$ cat config.mk
export PLATFORM = sky130hd
export DESIGN_NAME = lighting_command_frame_builder
export DESIGN_NICKNAME = d
export VERILOG_FILES = /design/src/hw/rtl/lcfb_pkg.sv /design/src/hw/rtl/lcfb_front.sv /design/src/hw/rtl/lcfb_queue.sv /design/src/hw/rtl/lcfb_back.sv /design/src/hw/rtl/lighting_command_frame_builder.sv
export VERILOG_INCLUDE_DIRS = /design/src /design/src/hw/rtl
export SDC_FILE = /design/constraint.sdc
export NUM_CORES = 1
export LEC_CHECK = 0
export BUFFER_PORTS_ARGS = -buffer_cell sky130_fd_sc_hd__clkbuf_2
export CORE_UTILIZATION = 26
export CTS_BUF_LIST = sky130_fd_sc_hd__clkbuf_4
export DETAILED_ROUTE_END_ITERATION = 10
export RECOVER_POWER = 50
export SETUP_SLACK_MARGIN = 0.4
export SYNTH_ARGS = -nofsm -noshare
export SYNTH_HDL_FRONTEND = slang
export SYNTH_SLANG_ARGS = --single-unit
$ cat constraint.sdc
create_clock -name aclk -period 9 [get_ports aclk]
set_input_delay 1.35 -clock aclk [delete_from_list [all_inputs] [get_ports aclk]]
set_output_delay 1.35 -clock aclk [all_outputs]
set_load 0.01 [all_outputs]
$ cat src/hw/rtl/lighting_command_frame_builder_defines.svh
// ----------------------------------------------------------------------------
// Lighting command frame builder - assertion macros
// Shared property shorthands for the builder's internal checks.
// ----------------------------------------------------------------------------
`ifndef LIGHTING_COMMAND_FRAME_BUILDER_DEFINES_SVH
`define LIGHTING_COMMAND_FRAME_BUILDER_DEFINES_SVH

// Same-cycle implication, disabled while reset is asserted.
`define LCFB_ASSERT_NOW(label, clk, rstn, ante, cons, msg) \
    label: assert property (@(posedge clk) disable iff (!(rstn)) (ante) |-> (cons)) \
        else $error(msg);

// Next-cycle implication, disabled while reset is asserted.
`define LCFB_ASSERT_NEXT(label, clk, rstn, ante, cons, msg) \
    label: assert property (@(posedge clk) disable iff (!(rstn)) (ante) |=> (cons)) \
        else $error(msg);

`endif

$ cat src/hw/rtl/lcfb_pkg.sv
`timescale 1ns / 1ps
// ----------------------------------------------------------------------------
// Lighting command frame builder - package
// Frame constants, byte positions, the command descriptor and helpers.
// ----------------------------------------------------------------------------
package lcfb_pkg;

    localparam logic [7:0] FRAME_START     = 8'h68;
    localparam logic [7:0] FRAME_END       = 8'h16;
    localparam logic [7:0] CTRL_QUERY      = 8'h21;
    localparam logic [7:0] CTRL_SWITCH     = 8'h20;
    localparam logic [7:0] SWITCH_DATA_LEN = 8'h09;
    localparam logic [7:0] CHANNEL_DEFAULT = 8'h02;
    localparam logic [7:0] ASCII_ZERO      = 8'h30;

    // Opcodes carried in the input word's side band.
    localparam logic OP_QUERY  = 1'b0;
    localparam logic OP_SWITCH = 1'b1;

    // Configuration register indexes.
    localparam logic REG_ADDR_FIRST = 1'b0;
    localparam logic REG_ADDR_LAST  = 1'b1;

    // Byte positions within a frame.
    localparam int POS_W = 5;
    localparam logic [POS_W-1:0] POS_START      = 5'd0;
    localparam logic [POS_W-1:0] POS_ADDR0      = 5'd1;
    localparam logic [POS_W-1:0] POS_ADDR1      = 5'd2;
    localparam logic [POS_W-1:0] POS_ADDR2      = 5'd3;
    localparam logic [POS_W-1:0] POS_ADDR3      = 5'd4;
    localparam logic [POS_W-1:0] POS_ADDR4      = 5'd5;
    localparam logic [POS_W-1:0] POS_ADDR5      = 5'd6;
    localparam logic [POS_W-1:0] POS_SEQ_LO     = 5'd7;
    localparam logic [POS_W-1:0] POS_SEQ_HI     = 5'd8;
    localparam logic [POS_W-1:0] POS_START2     = 5'd9;
    localparam logic [POS_W-1:0] POS_CTRL       = 5'd10;
    localparam logic [POS_W-1:0] POS_LEN_LO     = 5'd11;
    localparam logic [POS_W-1:0] POS_LEN_HI     = 5'd12;
    localparam logic [POS_W-1:0] POS_CHAN_FIRST = 5'd13;
    localparam logic [POS_W-1:0] POS_CHAN_LAST  = 5'd20;
    localparam logic [POS_W-1:0] POS_CLR        = 5'd21;
    localparam logic [POS_W-1:0] POS_QUERY_CHK  = 5'd13;
    localparam logic [POS_W-1:0] POS_QUERY_END  = 5'd14;
    localparam logic [POS_W-1:0] POS_SWITCH_CHK = 5'd22;
    localparam logic [POS_W-1:0] POS_SWITCH_END = 5'd23;
    // Channel byte n (1..8) sits at position CHAN_BASE + n.
    localparam logic [POS_W-1:0] CHAN_BASE      = 5'd12;

    // Command queue between front and back; depth must be a power of two.
    localparam int QUEUE_DEPTH = 2;
    localparam int QPTR_W      = $clog2(QUEUE_DEPTH);
    localparam int QCNT_W      = $clog2(QUEUE_DEPTH + 1);

    typedef struct packed {
        logic        is_switch;
        logic [3:0]  channel;
        logic        switch_on;
        logic        clear_error;
        logic [15:0] seq;
    } cmd_t;

    // Two ASCII digit characters to one address byte, wrapping modulo 256.
    function automatic logic [7:0] addr_byte(input logic [7:0] hi_char,
                                             input logic [7:0] lo_char);
        logic [7:0] hi_digit;
        logic [7:0] lo_digit;
        hi_digit = hi_char - ASCII_ZERO;
        lo_digit = lo_char - ASCII_ZERO;
        return {hi_digit[3:0], 4'b0000} + lo_digit;
    endfunction

endpackage

$ cat src/hw/rtl/lcfb_front.sv
`timescale 1ns / 1ps
// ----------------------------------------------------------------------------
// Lighting command frame builder - front end
// Accepts command words, classifies them and tags each with its sequence
// number before handing it to the command queue.
// ----------------------------------------------------------------------------
module lcfb_front (
    input  logic                aclk,
    input  logic                aresetn,
    input  logic                s_tvalid,
    output logic                s_tready,
    input  logic [7:0]          s_tdata,   // [3:0] channel, [4] switch_on, [5] clear_error
    input  logic                s_tuser,   // [0] opcode
    input  logic                q_full,
    output logic                q_push,
    output lcfb_pkg::cmd_t      q_cmd
);
    import lcfb_pkg::*;

    logic [15:0] seq_reg;
    logic [15:0] seq_next;
    logic        accept;

    assign s_tready = !q_full;
    assign accept   = s_tvalid && s_tready;
    assign q_push   = accept;

    always_comb begin
        q_cmd.is_switch   = (s_tuser == OP_SWITCH);
        q_cmd.channel     = s_tdata[3:0];
        q_cmd.switch_on   = s_tdata[4];
        q_cmd.clear_error = s_tdata[5];
        q_cmd.seq         = seq_reg;
    end

    // The sequence number belongs to the order in which commands arrive.
    always_comb begin
        seq_next = seq_reg;
        if (accept) begin
            seq_next = seq_reg + 16'd1;
        end
    end

    always_ff @(posedge aclk) begin
        if (!aresetn) begin
            seq_reg <= 16'd0;
        end else begin
            seq_reg <= seq_next;
        end
    end

endmodule

$ cat src/hw/rtl/lcfb_queue.sv
`timescale 1ns / 1ps
// ----------------------------------------------------------------------------
// Lighting command frame builder - command queue
// Short FIFO of command descriptors between the front and back ends.
// ----------------------------------------------------------------------------
`include "lighting_command_frame_builder_defines.svh"

module lcfb_queue (
    input  logic                aclk,
    input  logic                aresetn,
    input  logic                push,
    input  lcfb_pkg::cmd_t      push_cmd,
    output logic                full,
    input  logic                pop,
    output logic                head_valid,
    output lcfb_pkg::cmd_t      head_cmd
);
    import lcfb_pkg::*;

    cmd_t              entries_reg [QUEUE_DEPTH];
    logic [QPTR_W-1:0] wr_ptr_reg;
    logic [QPTR_W-1:0] wr_ptr_next;
    logic [QPTR_W-1:0] rd_ptr_reg;
    logic [QPTR_W-1:0] rd_ptr_next;
    logic [QCNT_W-1:0] count_reg;
    logic [QCNT_W-1:0] count_next;

    assign full       = (count_reg == QCNT_W'(QUEUE_DEPTH));
    assign head_valid = (count_reg != '0);
    assign head_cmd   = entries_reg[rd_ptr_reg];

    always_comb begin
        wr_ptr_next = wr_ptr_reg;
        rd_ptr_next = rd_ptr_reg;
        count_next  = count_reg;
        if (push) begin
            wr_ptr_next = wr_ptr_reg + QPTR_W'(1);
        end
        if (pop) begin
            rd_ptr_next = rd_ptr_reg + QPTR_W'(1);
        end
        if (push && !pop) begin
            count_next = count_reg + QCNT_W'(1);
        end else if (pop && !push) begin
            count_next = count_reg - QCNT_W'(1);
        end
    end

    always_ff @(posedge aclk) begin
        if (!aresetn) begin
            wr_ptr_reg <= '0;
            rd_ptr_reg <= '0;
            count_reg  <= '0;
        end else begin
            wr_ptr_reg <= wr_ptr_next;
            rd_ptr_reg <= rd_ptr_next;
            count_reg  <= count_next;
        end
    end

    always_ff @(posedge aclk) begin
        if (push) begin
            entries_reg[wr_ptr_reg] <= push_cmd;
        end
    end

    `LCFB_ASSERT_NOW(a_no_push_when_full, aclk, aresetn, push, !full, "push into a full command queue")
    `LCFB_ASSERT_NOW(a_no_pop_when_empty, aclk, aresetn, pop, head_valid, "pop from an empty command queue")
    `LCFB_ASSERT_NEXT(a_count_grows, aclk, aresetn, push && !pop, count_reg == $past(count_reg) + QCNT_W'(1), "queue count did not grow on push")

endmodule

$ cat src/hw/rtl/lcfb_back.sv
`timescale 1ns / 1ps
// ----------------------------------------------------------------------------
// Lighting command frame builder - back end
// Walks the command at the queue head byte by byte, forms each frame byte,
// keeps the running checksum and drives the registered output word.
// ----------------------------------------------------------------------------
`include "lighting_command_frame_builder_defines.svh"

module lcfb_back (
    input  logic                aclk,
    input  logic                aresetn,
    input  logic                cmd_valid,
    input  lcfb_pkg::cmd_t      cmd,
    output logic                cmd_pop,
    input  logic [47:0]         addr_first,
    input  logic [47:0]         addr_last,
    output logic                m_tvalid,
    input  logic                m_tready,
    output logic [7:0]          m_tdata,   // [7:0] frame_byte
    output logic                m_tlast    // last_byte
);
    import lcfb_pkg::*;

    logic [POS_W-1:0] pos_reg;
    logic [POS_W-1:0] pos_next;
    logic [7:0]       sum_reg;
    logic [7:0]       sum_next;
    logic             m_tvalid_reg;
    logic             m_tvalid_next;
    logic [7:0]       m_tdata_reg;
    logic [7:0]       m_tdata_next;
    logic             m_tlast_reg;
    logic             m_tlast_next;

    logic [95:0]      addr_chars;
    logic [7:0]       addr_bytes [6];
    logic             advance;
    logic             is_chk;
    logic             is_end;
    logic [POS_W-1:0] chan_sel;
    logic [7:0]       byte_val;

    assign addr_chars = {addr_first, addr_last};

    always_comb begin
        for (int k = 0; k < 6; k++) begin
            addr_bytes[k] = addr_byte(addr_chars[95 - 16*k -: 8], addr_chars[87 - 16*k -: 8]);
        end
    end

    assign is_chk  = (pos_reg == (cmd.is_switch ? POS_SWITCH_CHK : POS_QUERY_CHK));
    assign is_end  = (pos_reg == (cmd.is_switch ? POS_SWITCH_END : POS_QUERY_END));
    assign advance = cmd_valid && (!m_tvalid_reg || m_tready);
    assign cmd_pop = advance && is_end;

    always_comb begin
        chan_sel = pos_reg - CHAN_BASE;
        byte_val = 8'h00;
        if (is_end) begin
            byte_val = FRAME_END;
        end else if (is_chk) begin
            byte_val = sum_reg;
        end else begin
            case (pos_reg)
                POS_START, POS_START2: byte_val = FRAME_START;
                POS_ADDR0:  byte_val = addr_bytes[0];
                POS_ADDR1:  byte_val = addr_bytes[1];
                POS_ADDR2:  byte_val = addr_bytes[2];
                POS_ADDR3:  byte_val = addr_bytes[3];
                POS_ADDR4:  byte_val = addr_bytes[4];
                POS_ADDR5:  byte_val = addr_bytes[5];
                POS_SEQ_LO: byte_val = cmd.seq[7:0];
                POS_SEQ_HI: byte_val = cmd.seq[15:8];
                POS_CTRL:   byte_val = cmd.is_switch ? CTRL_SWITCH : CTRL_QUERY;
                POS_LEN_LO: byte_val = cmd.is_switch ? SWITCH_DATA_LEN : 8'h00;
                POS_CLR:    byte_val = {7'd0, cmd.clear_error};
                default: begin
                    // Channel bytes; an out-of-range channel matches none of them.
                    if (pos_reg inside {[POS_CHAN_FIRST:POS_CHAN_LAST]}) begin
                        if ({1'b0, cmd.channel} == chan_sel) begin
                            byte_val = {7'd0, cmd.switch_on};
                        end else begin
                            byte_val = CHANNEL_DEFAULT;
                        end
                    end
                end
            endcase
        end
    end

    always_comb begin
        pos_next      = pos_reg;
        sum_next      = sum_reg;
        m_tvalid_next = m_tvalid_reg;
        m_tdata_next  = m_tdata_reg;
        m_tlast_next  = m_tlast_reg;
        if (advance) begin
            pos_next      = is_end ? POS_START : pos_reg + POS_W'(1);
            sum_next      = (pos_reg == POS_START) ? byte_val : sum_reg + byte_val;
            m_tvalid_next = 1'b1;
            m_tdata_next  = byte_val;
            m_tlast_next  = is_end;
        end else if (m_tready) begin
            m_tvalid_next = 1'b0;
        end
    end

    always_ff @(posedge aclk) begin
        if (!aresetn) begin
            pos_reg      <= POS_START;
            m_tvalid_reg <= 1'b0;
        end else begin
            pos_reg      <= pos_next;
            m_tvalid_reg <= m_tvalid_next;
        end
    end

    always_ff @(posedge aclk) begin
        sum_reg     <= sum_next;
        m_tdata_reg <= m_tdata_next;
        m_tlast_reg <= m_tlast_next;
    end

    assign m_tvalid = m_tvalid_reg;
    assign m_tdata  = m_tdata_reg;
    assign m_tlast  = m_tlast_reg;

    `LCFB_ASSERT_NOW(a_last_is_end_byte, aclk, aresetn, m_tvalid_reg && m_tlast_reg, m_tdata_reg == FRAME_END, "last word is not the end byte")
    `LCFB_ASSERT_NOW(a_head_held_mid_frame, aclk, aresetn, pos_reg != POS_START, cmd_valid, "command left the queue in mid-frame")
    `LCFB_ASSERT_NEXT(a_frame_restarts, aclk, aresetn, cmd_pop, pos_reg == POS_START, "byte position did not restart after a frame")

endmodule

$ cat src/hw/rtl/lighting_command_frame_builder.sv
`timescale 1ns / 1ps
// ----------------------------------------------------------------------------
// Lighting command frame builder - top level
// Turns command words into request frames for a lighting controller.
// ----------------------------------------------------------------------------
// Each accepted command word yields one frame sent one byte per output word:
// a 15-byte status query (opcode 0) or a 24-byte switch command (opcode 1),
// with tlast on the closing 0x16. The byte sequencer in the back end emits
// one byte per clock while a command is queued and m_tready does not stall
// the output; the front end keeps taking command words into a
// two-entry queue while a frame is going out, so frames follow one another
// with no gap. The sequence number is stamped in arrival order and steps
// after every command. The address registers are read live while frames
// are formed, so write them only while the block is idle.
module lighting_command_frame_builder (
    input  logic        aclk,
    input  logic        aresetn,
    input  logic        cfg_we,
    input  logic        cfg_index,
    input  logic [47:0] cfg_wdata,
    input  logic        s_tvalid,
    output logic        s_tready,
    input  logic [7:0]  s_tdata,   // [3:0] channel, [4] switch_on, [5] clear_error, [7:6] zero
    input  logic        s_tuser,   // [0] opcode
    output logic        m_tvalid,
    input  logic        m_tready,
    output logic [7:0]  m_tdata,   // [7:0] frame_byte
    output logic        m_tlast    // last_byte
);
    import lcfb_pkg::*;

    logic [47:0] addr_first_reg;
    logic [47:0] addr_first_next;
    logic [47:0] addr_last_reg;
    logic [47:0] addr_last_next;

    logic        q_push;
    cmd_t        q_push_cmd;
    logic        q_full;
    logic        q_pop;
    logic        q_head_valid;
    cmd_t        q_head_cmd;

    always_comb begin
        addr_first_next = addr_first_reg;
        addr_last_next  = addr_last_reg;
        if (cfg_we) begin
            case (cfg_index)
                REG_ADDR_FIRST: addr_first_next = cfg_wdata;
                REG_ADDR_LAST:  addr_last_next  = cfg_wdata;
                default: begin
                end
            endcase
        end
    end

    always_ff @(posedge aclk) begin
        if (!aresetn) begin
            addr_first_reg <= 48'd0;
            addr_last_reg  <= 48'd0;
        end else begin
            addr_first_reg <= addr_first_next;
            addr_last_reg  <= addr_last_next;
        end
    end

    lcfb_front u_front (
        .aclk     (aclk),
        .aresetn  (aresetn),
        .s_tvalid (s_tvalid),
        .s_tready (s_tready),
        .s_tdata  (s_tdata),
        .s_tuser  (s_tuser),
        .q_full   (q_full),
        .q_push   (q_push),
        .q_cmd    (q_push_cmd)
    );

    lcfb_queue u_queue (
        .aclk       (aclk),
        .aresetn    (aresetn),
        .push       (q_push),
        .push_cmd   (q_push_cmd),
        .full       (q_full),
        .pop        (q_pop),
        .head_valid (q_head_valid),
        .head_cmd   (q_head_cmd)
    );

    lcfb_back u_back (
        .aclk       (aclk),
        .aresetn    (aresetn),
        .cmd_valid  (q_head_valid),
        .cmd        (q_head_cmd),
        .cmd_pop    (q_pop),
        .addr_first (addr_first_reg),
        .addr_last  (addr_last_reg),
        .m_tvalid   (m_tvalid),
        .m_tready   (m_tready),
        .m_tdata    (m_tdata),
        .m_tlast    (m_tlast)
    );

endmodule
# ---- Word-level counts from Yosys, hierarchy flattened
# Memory sizes are Yosys's and may differ from the RTL's. A register that Yosys moved wholly into a read port is not among the register bits.
# Index checks and enable logic that the tools add are counted.
dict set report word_totals {
  reg_bits 131
  word_cells 94
  ramBits 46
  in_bits 63
  mem_count 1
  out_inout_bits 11
}
dict set report op_classes {
  add_sub_neg 26
  n_bitwise 1
  eq_ne 16
  n_mux 19
  n_reduce_logical 18
  magnitude_cmp 2
}
# name depth word_bits rd rd_ports_with_merged_regs write_ports line
set mem_list {}
lappend mem_list {u_queue.entries_reg 2 23 1 1 1 lcfb_queue.sv:20} ;# cmd_t entries_reg [QUEUE_DEPTH];
# op n
set op_table {}
lappend op_table {{$pmux 8 s12} 1}
lappend op_table {{$add 8x8->8} 7}
lappend op_table {{$sub 8x6->8 const B} 6}
lappend op_table {{$mux 8} 4}
lappend op_table {{$sub 4x1->4 const B} 6}
lappend op_table {{$eq 5x3->1 const B} 4}
lappend op_table {{$eq 5x4->1 const B} 4}
lappend op_table {{$add 16x1->16 const B} 1}
lappend op_table {{$mux 5} 3}
lappend op_table {{$eq 5x2->1 const B} 2}
lappend op_table {{$eq 5x5->1} 2}
lappend op_table {{$mux 1} 7}
lappend op_table {{$logic_and 1x1->1} 6}
lappend op_table {{$mux 2} 3}
lappend op_table {{$reduce_bool 2->1} 3}
lappend op_table {{$add 5x1->5 const B} 1}
lappend op_table {{$eq 4x5->1} 1}
lappend op_table {{$eq 5x1->1 const B} 1}
lappend op_table {{$eq 5x5->1 const B} 1}
lappend op_table {{$ge 5x4->1 const B} 1}
lappend op_table {{$le 5x5->1 const B} 1}
lappend op_table {{$logic_not 5->1} 1}
lappend op_table {{$sub 5x4->5 const B} 1}
lappend op_table {{$logic_not 1->1} 4}
lappend op_table {{9 further kinds} 11}

# ---- Logic depth before layout (Yosys ltp)
# Gate-level depths: netlist of the first run.
dict set report depth {
  depth_word 9
  mapped_depth 17
  ltp_nobuf 17
}

# ---- Modules after synthesis
# A second synthesis of the first run with hierarchy kept.
dict set report hier_totals {
  hier_cells 888
  hier_area_um2 9371.5
}
# module cells_per_inst n_inst seq_area_each_um2 area_each_um2
set by_module_without_submodules {}
lappend by_module_without_submodules {lighting_command_frame_builder 366 1 1921.8 3632.2}
lappend by_module_without_submodules {lcfb_back 342 1 630.6 3037.9}
lappend by_module_without_submodules {lcfb_queue 93 1 1481.4 1876.8}
lappend by_module_without_submodules {lcfb_front 87 1 320.3 824.5}

# ---- Least setup slack after synthesis of the first run
# No wires, ideal clock.
dict set report synth_timing {
  path_type {reg2reg}
  startpoint {reg u_back.pos_reg[0]}
  endpoint {reg u_back.sum_reg[7] (data pin)}
  arrival_ns 3.562
  stages_incl_launch_ff 17
  slack_ns 5.174
  path_buffers 1
  synth_period_minus_slack_ns 3.826
  setup_time_ns 0.264
  required_time_ns 8.736
  path_cell_list {dfxtp_1 clkbuf_1 inv_1 ha_1 nand3b_4 o21ai_1 or3_1 a221oi_2 or3b_1 a31oi_1 ha_1 a21oi_1 o21ai_0 a2111oi_0 or4_1 nand2_1 xor2_1}
}
dict set report synth_between {
  elab_chain_len 9
  word_cells_on_any_way 28
  classes_between {2 x add/sub; 2 x order compare; 15 x eq/ne; 6 x mux; 3 x reduce/logical}
}
# element line
set synth_lines {}
lappend synth_lines {{from (decl)} lcfb_back.sv:24} ;# logic [POS_W-1:0] pos_reg;
lappend synth_lines {{from (signal assigned)} lcfb_back.sv:113} ;# pos_reg <= pos_next;
lappend synth_lines {{$sub 5x4->5} lcfb_back.sv:57} ;# chan_sel = pos_reg - CHAN_BASE;
lappend synth_lines {{$eq 4x5->1} lcfb_back.sv:80} ;# if ({1'b0, cmd.channel} == chan_sel) begin
lappend synth_lines {{$mux 2} lcfb_back.sv:80}
lappend synth_lines {{$mux 8} lcfb_back.sv:79} ;# if (pos_reg inside {[POS_CHAN_FIRST:POS_CHAN_LAST]}) begin
lappend synth_lines {{$pmux 8 s12} lcfb_back.sv:64} ;# case (pos_reg)
lappend synth_lines {{$mux 8} lcfb_back.sv:61} ;# end else if (is_chk) begin
lappend synth_lines {{$mux 8 *} lcfb_back.sv:59} ;# if (is_end) begin
lappend synth_lines {{named net u_back.byte_val[0]} lcfb_back.sv:41} ;# logic [7:0] byte_val;
lappend synth_lines {{$add 8x8->8 *} lcfb_back.sv:99} ;# sum_next = (pos_reg == POS_START) ? byte_val : sum_reg + byte_val;
lappend synth_lines {{$mux 8 *} lcfb_back.sv:99}
lappend synth_lines {{to (signal assigned)} lcfb_back.sv:119} ;# sum_reg <= sum_next;
lappend synth_lines {{to (decl)} lcfb_back.sv:26} ;# logic [7:0] sum_reg;
# The timed path passes the listed nets; every way through them passes the cells marked *.
# A chain may end at the register's enable or synchronous reset.

# ---- Worst setup path after layout of the first run
dict set report layout_timing {
  startpoint {reg u_back.pos_reg[2]}
  endpoint {reg u_back.sum_reg[7] (data pin)}
}
# The elaborated chain is that of the path after synthesis.

==> results of run 1 <==
metrics by stage:
stage                     hold WS [ns]  area (um^2)  cells  power, uW  worst slack [ns]
after floorplan                  0.443         8140    828       1130              5.17
after global placement           0.452         8780   1242       1230              4.43
after detailed placement         0.460         8780   1242       1240              4.37
after CTS                        0.480         9050   1274       1660              4.35
after global routing             0.498         9050   1275       1740              4.01
final                            0.477         9050   1275       1640              4.32
logic make-up after synthesis:
group                      synth area share
AOI/OAI and AO/OA                     0.157
xor gates and xnor gates             0.0516
adders and majority gates            0.0802
buffers and inverters                0.0506
DFF                                   0.476
muxes                                0.0349
and+or+nand+nor                       0.150
power by group through the flow:
stage / registers, uW / logic (uW) / clock network (uW)
after detailed placement: 889 / 350 / 0
after global placement: 886 / 344 / 0
after global routing: 881 / 390 / 464
after floorplan: 880 / 247 / 0
final: 873 / 349 / 421
after CTS: 872 / 351 / 435
area by class of cell:
| type | count | area [um^2] | area share |
|---|---|---|---|
| diodes | 1 | 2.50 | 0.000277 |
| clock buffers | 17 | 128 | 0.0141 |
| clock inverters | 15 | 148 | 0.0163 |
| inverters | 56 | 210 | 0.0232 |
| multi-input cells | 564 | 3860 | 0.427 |
| flip-flops and latches | 162 | 3870 | 0.428 |
| well taps | 396 | 495 | 0.0548 |
| repair buffers | 64 | 325 | 0.0360 |
worst max-delay path by stage:
stage | start | depth (start not counted) | to | slack, ns
detailed placement | u_back.pos_reg[2]$_SDFFE_PN0P_ | 15 | u_back.sum_reg[7]$_DFFE_PP_ | 4.37
global placement | u_back.pos_reg[2]$_SDFFE_PN0P_ | 15 | u_back.sum_reg[7]$_DFFE_PP_ | 4.43
finish | u_back.pos_reg[2]$_SDFFE_PN0P_ | 15 | u_back.sum_reg[7]$_DFFE_PP_ | 4.32
floorplan | u_back.pos_reg[0]$_SDFFE_PN0P_ | 16 | u_back.sum_reg[7]$_DFFE_PP_ | 5.17
CTS | u_back.pos_reg[2]$_SDFFE_PN0P_ | 15 | u_back.sum_reg[7]$_DFFE_PP_ | 4.35
global route | u_back.pos_reg[2]$_SDFFE_PN0P_ | 15 | u_back.sum_reg[7]$_DFFE_PP_ | 4.01
critical path: stages (launching register included):
cell and delay, ns:
sky130_fd_sc_hd__dfxtp_1 0.59, sky130_fd_sc_hd__inv_1 0.24, sky130_fd_sc_hd__ha_1 0.46, sky130_fd_sc_hd__nand3b_4 0.23
sky130_fd_sc_hd__o21ai_1 0.10, sky130_fd_sc_hd__or3_1 0.39, sky130_fd_sc_hd__a221oi_2 0.32, sky130_fd_sc_hd__a221oi_1 0.13
sky130_fd_sc_hd__o21ai_0 0.42, sky130_fd_sc_hd__ha_1 0.32, sky130_fd_sc_hd__a21oi_1 0.18, sky130_fd_sc_hd__o21ai_0 0.14
sky130_fd_sc_hd__a2111oi_0 0.52, sky130_fd_sc_hd__or4_1 0.19, sky130_fd_sc_hd__nand2_1 0.06, sky130_fd_sc_hd__xor2_1 0.14
synth_stat cells (3+ instances only):
cell type	instances	area, um^2
sky130_fd_sc_hd__a21oi_1	14	70.1
sky130_fd_sc_hd__nand3_1	14	70.1
sky130_fd_sc_hd__inv_2	3	11.3
sky130_fd_sc_hd__ha_1	41	513
sky130_fd_sc_hd__nor2b_1	8	50.1
sky130_fd_sc_hd__a21o_1	3	22.5
sky130_fd_sc_hd__clkbuf_1	36	135
sky130_fd_sc_hd__edfxtp_1	63	1890
sky130_fd_sc_hd__a22oi_1	6	45.0
sky130_fd_sc_hd__and3_1	3	18.8
sky130_fd_sc_hd__nor2_1	24	90.1
sky130_fd_sc_hd__o21bai_1	3	22.5
sky130_fd_sc_hd__o21ai_1	3	15.0
sky130_fd_sc_hd__o22ai_1	4	25.0
sky130_fd_sc_hd__mux2_2	10	113
sky130_fd_sc_hd__or3_1	5	31.3
sky130_fd_sc_hd__dfxtp_1	99	1980
sky130_fd_sc_hd__and2_1	20	125
sky130_fd_sc_hd__o21ai_0	14	70.1
sky130_fd_sc_hd__a31oi_1	5	31.3
sky130_fd_sc_hd__nor4_1	3	18.8
sky130_fd_sc_hd__a22o_1	4	35.0
sky130_fd_sc_hd__a21boi_0	77	578
sky130_fd_sc_hd__xnor2_1	35	307
sky130_fd_sc_hd__fa_1	7	140
sky130_fd_sc_hd__xor2_1	13	114
sky130_fd_sc_hd__nand2_1	167	627
sky130_fd_sc_hd__buf_2	5	25.0
sky130_fd_sc_hd__o221ai_1	3	26.3
sky130_fd_sc_hd__nand4_1	3	18.8
sky130_fd_sc_hd__a32oi_1	8	70.1
sky130_fd_sc_hd__mux2i_1	13	130
sky130_fd_sc_hd__inv_1	53	199
sky130_fd_sc_hd__nor3_1	6	30.0
sky130_fd_sc_hd__nand2b_1	5	31.3
sky130_fd_sc_hd__a222oi_1	7	70.1
metal layers:
metal / vias to the layer above / wire length [um] / global-route usage
met5: - / 0 / 0
met4: 0 / 306 / 0.0403
met3: 19 / 975 / 0.0282
met2: 128 / 9290 / 0.214
met1: 2814 / 8700 / 0.161
li1: 2939 / - / -
==> qor.json, run 1 <==
{
  "status": "finished with violations",
  "failed_checks": "capacitance limit, slew limit",
  "synth_flop_cell": "sky130_fd_sc_hd__dfxtp_1",
  "number_of_global_route_vias_before_repair": 5836,
  "synth_warnings": 0,
  "rsz0062_at_grt": "false",
  "crit-reg2reg-launch": "u_back.pos_reg[2]$_SDFFE_PN0P_",
  "timing.max_slew.rel_slack": -1.38,
  "net_count_of_the_finished_layout": 976,
  "tightestPinTransition_ns": 3.56,
  "clkTransAtPathRegs_ns": 0.15,
  "largest_fanout_on_the_critical_path": 13,
  "power.net_switching_uw": 539,
  "timing.setup.critical_path_class": "flip-flop to flip-flop",
  "total_of_max_cap_violations": 1,
  "placement.io_buffers": 59,
  "clock_latency_ns": 0.57,
  "seq_power_share": 0.531,
  "hold-path-endpoint": "addr_first_reg[4]$_SDFFE_PN0P_",
  "top_level_i_o_count": 74,
  "syn-cell-area_um2": 8140,
  "floorplan.rows": 64,
  "start_kind": "flip-flop",
  "max-clock-path-buffers": 2,
  "combinationalPowerShare": 0.213,
  "netlist-cell-type-count": 68,
  "most_frequent_standard_cell_in_the_layout_excluding_fill_and_tap_cells": "sky130_fd_sc_hd__nand2_1",
  "p_int_uw": 1100,
  "post-route-min-period_ns": 4.68,
  "final_min_period_over_clock_period": 0.520,
  "ys_async_sr_fraction": 0,
  "min_from": "addr_first_reg[4]$_SDFFE_PN0P_",
  "coreArea_um2": 30700,
  "area_growth_syn_to_layout_pct": 11.1,
  "yosysSeqAreaShare": 0.476,
  "dieHeight_um": 179,
  "tritoncts.num_buffers": 17,
  "postRouteWirelength_um": 19300,
  "cts_setup_buffers": 0,
  "max_vdd_drop_v": 0.0000677,
  "fmax_mhz": 214,
  "grt_pass1_wl_um": 31100,
  "fin_worst_skew_ns": 0.0179,
  "power_leakage_uw": 0.00333,
  "dp_hpwl_um": 13500,
  "critical_path.reg2reg.endpoint": "u_back.sum_reg[7]$_DFFE_PP_",
  "cts_root_buf": "sky130_fd_sc_hd__clkbuf_4",
  "drt-initial-drc-count": 399,
  "ff2ff_path_depth": 15,
  "post_drt_wl_per_cell_um": 15.1,
  "gr-total-overflow": 0,
  "synth_nets": 939,
  "drive_gt1_frac": 0.136,
  "cellPowerDensity_nw_per_um2": 182,
  "synth_seq_cells": 162,
  "nFillCells": 3216,
  "design.die.area_um2": 32000,
  "p_sw_frac": 0.328,
  "most-common-layout-cells": "sky130_fd_sc_hd__nand2_1 (168), sky130_fd_sc_hd__dfxtp_1 (99), sky130_fd_sc_hd__a21boi_0 (77)",
  "signal_arrival_time_at_the_worst_endpoint_ns": 5.00,
  "tritoncts": "built",
  "tns_ns": 0,
  "power_frac_clock": 0.256,
  "cts_sink_count": 162,
  "finalHoldViolCount": 0,
  "clock_tree.htree_level_count": 4,
  "antenna_left": 0,
  "vias": 5900,
  "slew_viol_final": 100,
  "synthesis.area_per_instance_um2": 9.83,
  "number_of_flip_flops_under_the_largest_register_name": 46,
  "holdBufCountCts": 0,
  "initial_core_util": 0.266,
  "grt_max_degree": 100,
  "flop2flop_setup_slack_ns": 4.32,
  "place.gp.congestion": 0.869,
  "gate_count_of_the_mapped_netlist": 828,
  "utilization": 0.295,
  "drt_pre_antenna_iters": 6,
  "min_path_cells": 2,
  "worst_ep_required_time_ns": 9.32,
  "finalSetupViolCount": 0,
  "critical_path.endpoint_type": "flip-flop",
  "postCtsResizedCells": 0,
  "hp-class": "flip-flop to flip-flop",
  "remaining_drc_errors": 0,
  "antenna_violations_before_repair": 1,
  "via_per_instance_ratio": 4.63,
  "die_span_x_um": 179,
  "synth-edff-count": 63,
  "grt.total_usage": 0.127
}
No activity file was read; power rests on OpenSTA's default activity.
==> run 2, diff against run 1 <==
Clock period 9 ns to 4.25 ns, I/O delays scaled along.
==> qor.json, run 2 (synthesis gave the netlist of run 1 again) <==
{
  "seq_power_share": {"value": 0.503, "change": "-0.028"},
  "die_span_x": {"value": 179, "unit": "um", "change": "unchanged"},
  "vias": {"value": 6034, "change": "+2.3%"},
  "detail_route_met2_wl": {"value": 9530, "unit": "um", "change": "+2.6%"},
  "tns": {"value": 0, "unit": "ns", "change": "unchanged"},
  "flop2flop_setup_slack": {"value": 0.44, "unit": "ns", "change": "-3.88 ns"},
  "holdBufCountCts": {"value": 0, "change": "unchanged"},
  "area_growth_syn_to_layout_pct": 16.9,
  "routedLengthMet1": {"value": 9250, "unit": "um", "change": "+6.3%"},
  "antenna_left": {"value": 0, "change": "unchanged"},
  "grt.total_usage": {"value": 0.128, "change": "+0.00116"},
  "slew_viol_final": {"value": 139, "change": "+39%"},
  "grt_pass1_wl": {"value": 31200, "unit": "um", "change": "+0.24%"},
  "finalHoldViolCount": {"value": 0, "change": "unchanged"},
  "floorplan.rows": {"value": 64, "change": "unchanged"},
  "largest_fanout_on_the_critical_path": {"value": 7, "change": "-6"},
  "remaining_drc_errors": {"value": 0, "change": "unchanged"},
  "cellPowerDensity": {"value": 385, "unit": "nW/um^2", "change": "+110%"},
  "cts_sink_count": {"value": 162, "change": "unchanged"},
  "min_from": "s_tuser",
  "finalSetupViolCount": {"value": 0, "change": "unchanged"},
  "worst_ep_required_time": {"value": 4.57, "unit": "ns", "change": "-4.75 ns"},
  "design.die.area": {"value": 32000, "unit": "um^2", "change": "unchanged"},
  "crit-reg2reg-launch": "u_back.pos_reg[2]$_SDFFE_PN0P_",
  "place.gp.congestion": {"value": 0.917, "change": "+5.6%"},
  "clkTransAtPathRegs": {"value": 0.15, "unit": "ns", "change": "about the same"},
  "post_drt_wl_per_cell": {"value": 15.3, "unit": "um", "change": "+1.4%"},
  "timing.max_slew.rel_slack": {"value": -0.515, "change": "+0.861"},
  "gr-total-overflow": {"value": 0, "change": "unchanged"},
  "tritoncts.num_buffers": {"value": 17, "change": "unchanged"},
  "tightestPinTransition": {"value": 2.27, "unit": "ns", "change": "-1.29 ns"},
  "p_total": {"value": 3660, "unit": "uW", "change": "+120%"},
  "ff2ff_path_depth": {"value": 15, "change": "unchanged"},
  "p_int": {"value": 2460, "unit": "uW", "change": "+120%"},
  "net_count_of_the_finished_layout": {"value": 1007, "change": "+3.2%"},
  "dp_hpwl": {"value": 14100, "unit": "um", "change": "+4.3%"},
  "cts_root_buf": "sky130_fd_sc_hd__clkbuf_4",
  "total_of_max_cap_violations": {"value": 3, "change": "+2"},
  "initial_core_util": {"value": 0.266, "change": "unchanged"},
  "start_kind": "flip-flop",
  "hold-path-endpoint": "u_queue.entries_reg[0][22]$_DFFE_PP_",
  "p_sw_frac": {"value": 0.328, "change": "-0.000455"},
  "max_used_layer": "met4",
  "fin_worst_skew": {"value": 0.0334, "unit": "ns", "change": "+0.0155 ns"},
  "postRouteWirelength": {"value": 20000, "unit": "um", "change": "+3.8%"},
  "clock_tree.htree_level_count": {"value": 4, "change": "unchanged"},
  "status": "finished with violations",
  "top_level_i_o_count": {"value": 74, "change": "unchanged"},
  "coreArea": {"value": 30700, "unit": "um^2", "change": "unchanged"},
  "critical_path.endpoint_type": "flip-flop",
  "final_min_period_over_clock_period": {"value": 0.897, "change": "+0.376"},
  "timing.setup.critical_path_class": "flip-flop to flip-flop",
  "rsz0062_at_grt": "true",
  "hp-class": "input pin to flip-flop",
  "min_path_cells": {"value": 1, "change": "-1"},
  "power.net_switching": {"value": 1200, "unit": "uW", "change": "+120%"},
  "critical_path.reg2reg.endpoint": "u_back.sum_reg[7]$_DFFE_PP_",
  "met3WireLength": {"value": 848, "unit": "um", "change": "-13%"},
  "tritoncts": "built",
  "drt-initial-drc-count": {"value": 491, "change": "+23%"},
  "clock_latency": {"value": 0.59, "unit": "ns", "change": "+0.02 ns"},
  "signal_arrival_time_at_the_worst_endpoint": {"value": 4.13, "unit": "ns", "change": "-0.87 ns"},
  "number_of_flip_flops_under_the_largest_register_name": {"value": 46, "change": "unchanged"},
  "most-common-layout-cells": "sky130_fd_sc_hd__nand2_1 (167), sky130_fd_sc_hd__dfxtp_1 (94), sky130_fd_sc_hd__a21boi_0 (77)",
  "fmax": {"value": 262, "unit": "MHz", "change": "+23%"},
  "most_frequent_standard_cell_in_the_layout_excluding_fill_and_tap_cells": "sky130_fd_sc_hd__nand2_1",
  "power_leakage": {"value": 0.00351, "unit": "uW", "change": "+5.4%"},
  "number_of_global_route_vias_before_repair": {"value": 5764, "change": "-1.2%"},
  "placement.io_buffers": {"value": 59, "change": "unchanged"},
  "power_frac_clock": {"value": 0.268, "change": "+0.012"},
  "combinationalPowerShare": {"value": 0.229, "change": "+0.016"},
  "via_per_instance_ratio": {"value": 4.62, "change": "-0.16%"},
  "post-route-min-period": {"value": 3.81, "unit": "ns", "change": "-0.870 ns"},
  "failed_checks": "capacitance limit, slew limit",
  "max_vdd_drop": {"value": 0.000201, "unit": "V", "change": "+200%"},
  "dieHeight": {"value": 179, "unit": "um", "change": "unchanged"},
  "antenna_violations_before_repair": {"value": 1, "change": "unchanged"},
  "drive_gt1_frac": {"value": 0.193, "change": "+0.0570"},
  "drt_pre_antenna_iters": {"value": 7, "change": "+1"},
  "max-clock-path-buffers": {"value": 2, "change": "unchanged"},
  "grt_max_degree": {"value": 65, "change": "-35%"}
}
run 2: cell count changes in the layout (fill, tap and decap cells not counted), moves of 4 or more:
cell                       before  now
sky130_fd_sc_hd__buf_4          3   33
sky130_fd_sc_hd__clkbuf_2      59   54
sky130_fd_sc_hd__and2_1        15   19
sky130_fd_sc_hd__clkbuf_1       2    6
sky130_fd_sc_hd__o21ai_0       14   10
sky130_fd_sc_hd__dfxtp_1       99   94
sky130_fd_sc_hd__ha_4           0    5
sky130_fd_sc_hd__ha_1          41   33
sky130_fd_sc_hd__clkinv_4       4    0
run 2: power groups by stage:
| stage | clock network, uW | registers, uW | logic, uW |
|---|---|---|---|
| finish | 980 | 1840 | 840 |
| global route | 1070 | 1860 | 929 |
| CTS | 1010 | 1840 | 778 |
| detailed placement | 0 | 1870 | 765 |
| global placement | 0 | 1870 | 760 |
| floorplan | 0 | 1860 | 523 |
run 2: cell type report:
type                    instances  area (um^2)
fillers                      3164        21200
multi-input cells             564         4030
flip-flops and latches        162         3890
repair buffers                 95          576
well taps                     396          495
inverters                      56          214
clock inverters                15          180
clock buffers                  17          128
diodes                          1         2.50
run 2: per-stage QoR:
step                utilization  std cells  hold WS (ns)  instance area (um^2)  worst slack, ns
global route              0.310       1306         0.187                  9520            0.289
detailed placement        0.292       1264         0.462                  8940            0.151
CTS                       0.303       1296         0.192                  9290            0.405
floorplan                     -        828         0.443                  8140            0.424
global placement          0.292       1264         0.452                  8940            0.205
finish                    0.310       1306         0.244                  9520            0.440
run 2: worst max path at each step:
stage	from	end
after floorplan	u_back.pos_reg[0]$_SDFFE_PN0P_	u_back.sum_reg[7]$_DFFE_PP_
after CTS	u_back.pos_reg[0]$_SDFFE_PN0P_	u_back.sum_reg[6]$_DFFE_PP_
after global placement	u_back.pos_reg[0]$_SDFFE_PN0P_	u_back.sum_reg[6]$_DFFE_PP_
after detailed placement	u_back.pos_reg[0]$_SDFFE_PN0P_	u_back.sum_reg[6]$_DFFE_PP_
final	u_back.pos_reg[2]$_SDFFE_PN0P_	u_back.sum_reg[7]$_DFFE_PP_
after global routing	u_back.pos_reg[2]$_SDFFE_PN0P_	u_back.sum_reg[6]$_DFFE_PP_
run 2: repair_timing:
item / 4_1_cts / 5_1_grt
setup endpoints to repair: 2 / 2
gates resized for setup: 13 / 34
setup buffers: 0 / 9
cloned: 0 / 0
pin swaps: 2 / 20
run 2: routing by layer:
| metal | up-vias | track usage |
|---|---|---|
| met3 | 23 | 0.0274 |
| met2 | 129 | 0.211 |
| li1 | 3007 | - |
| met5 | - | 0 |
| met4 | 0 | 0.0431 |
| met1 | 2875 | 0.166 |
run 2: critical path, stage by stage (launching register included):
cell	delay [ns]
sky130_fd_sc_hd__dfxtp_4	0.42
sky130_fd_sc_hd__clkinvlp_4	0.19
sky130_fd_sc_hd__ha_4	0.24
sky130_fd_sc_hd__o21ai_2	0.15
sky130_fd_sc_hd__a22oi_2	0.06
sky130_fd_sc_hd__or3_4	0.40
sky130_fd_sc_hd__a221oi_4	0.28
sky130_fd_sc_hd__or3b_4	0.42
sky130_fd_sc_hd__a31oi_4	0.19
sky130_fd_sc_hd__ha_4	0.18
sky130_fd_sc_hd__a21oi_2	0.07
sky130_fd_sc_hd__o21ai_2	0.22
sky130_fd_sc_hd__a2111oi_4	0.10
sky130_fd_sc_hd__or4_1	0.47
sky130_fd_sc_hd__nand2_1	0.08
sky130_fd_sc_hd__xor2_1	0.06
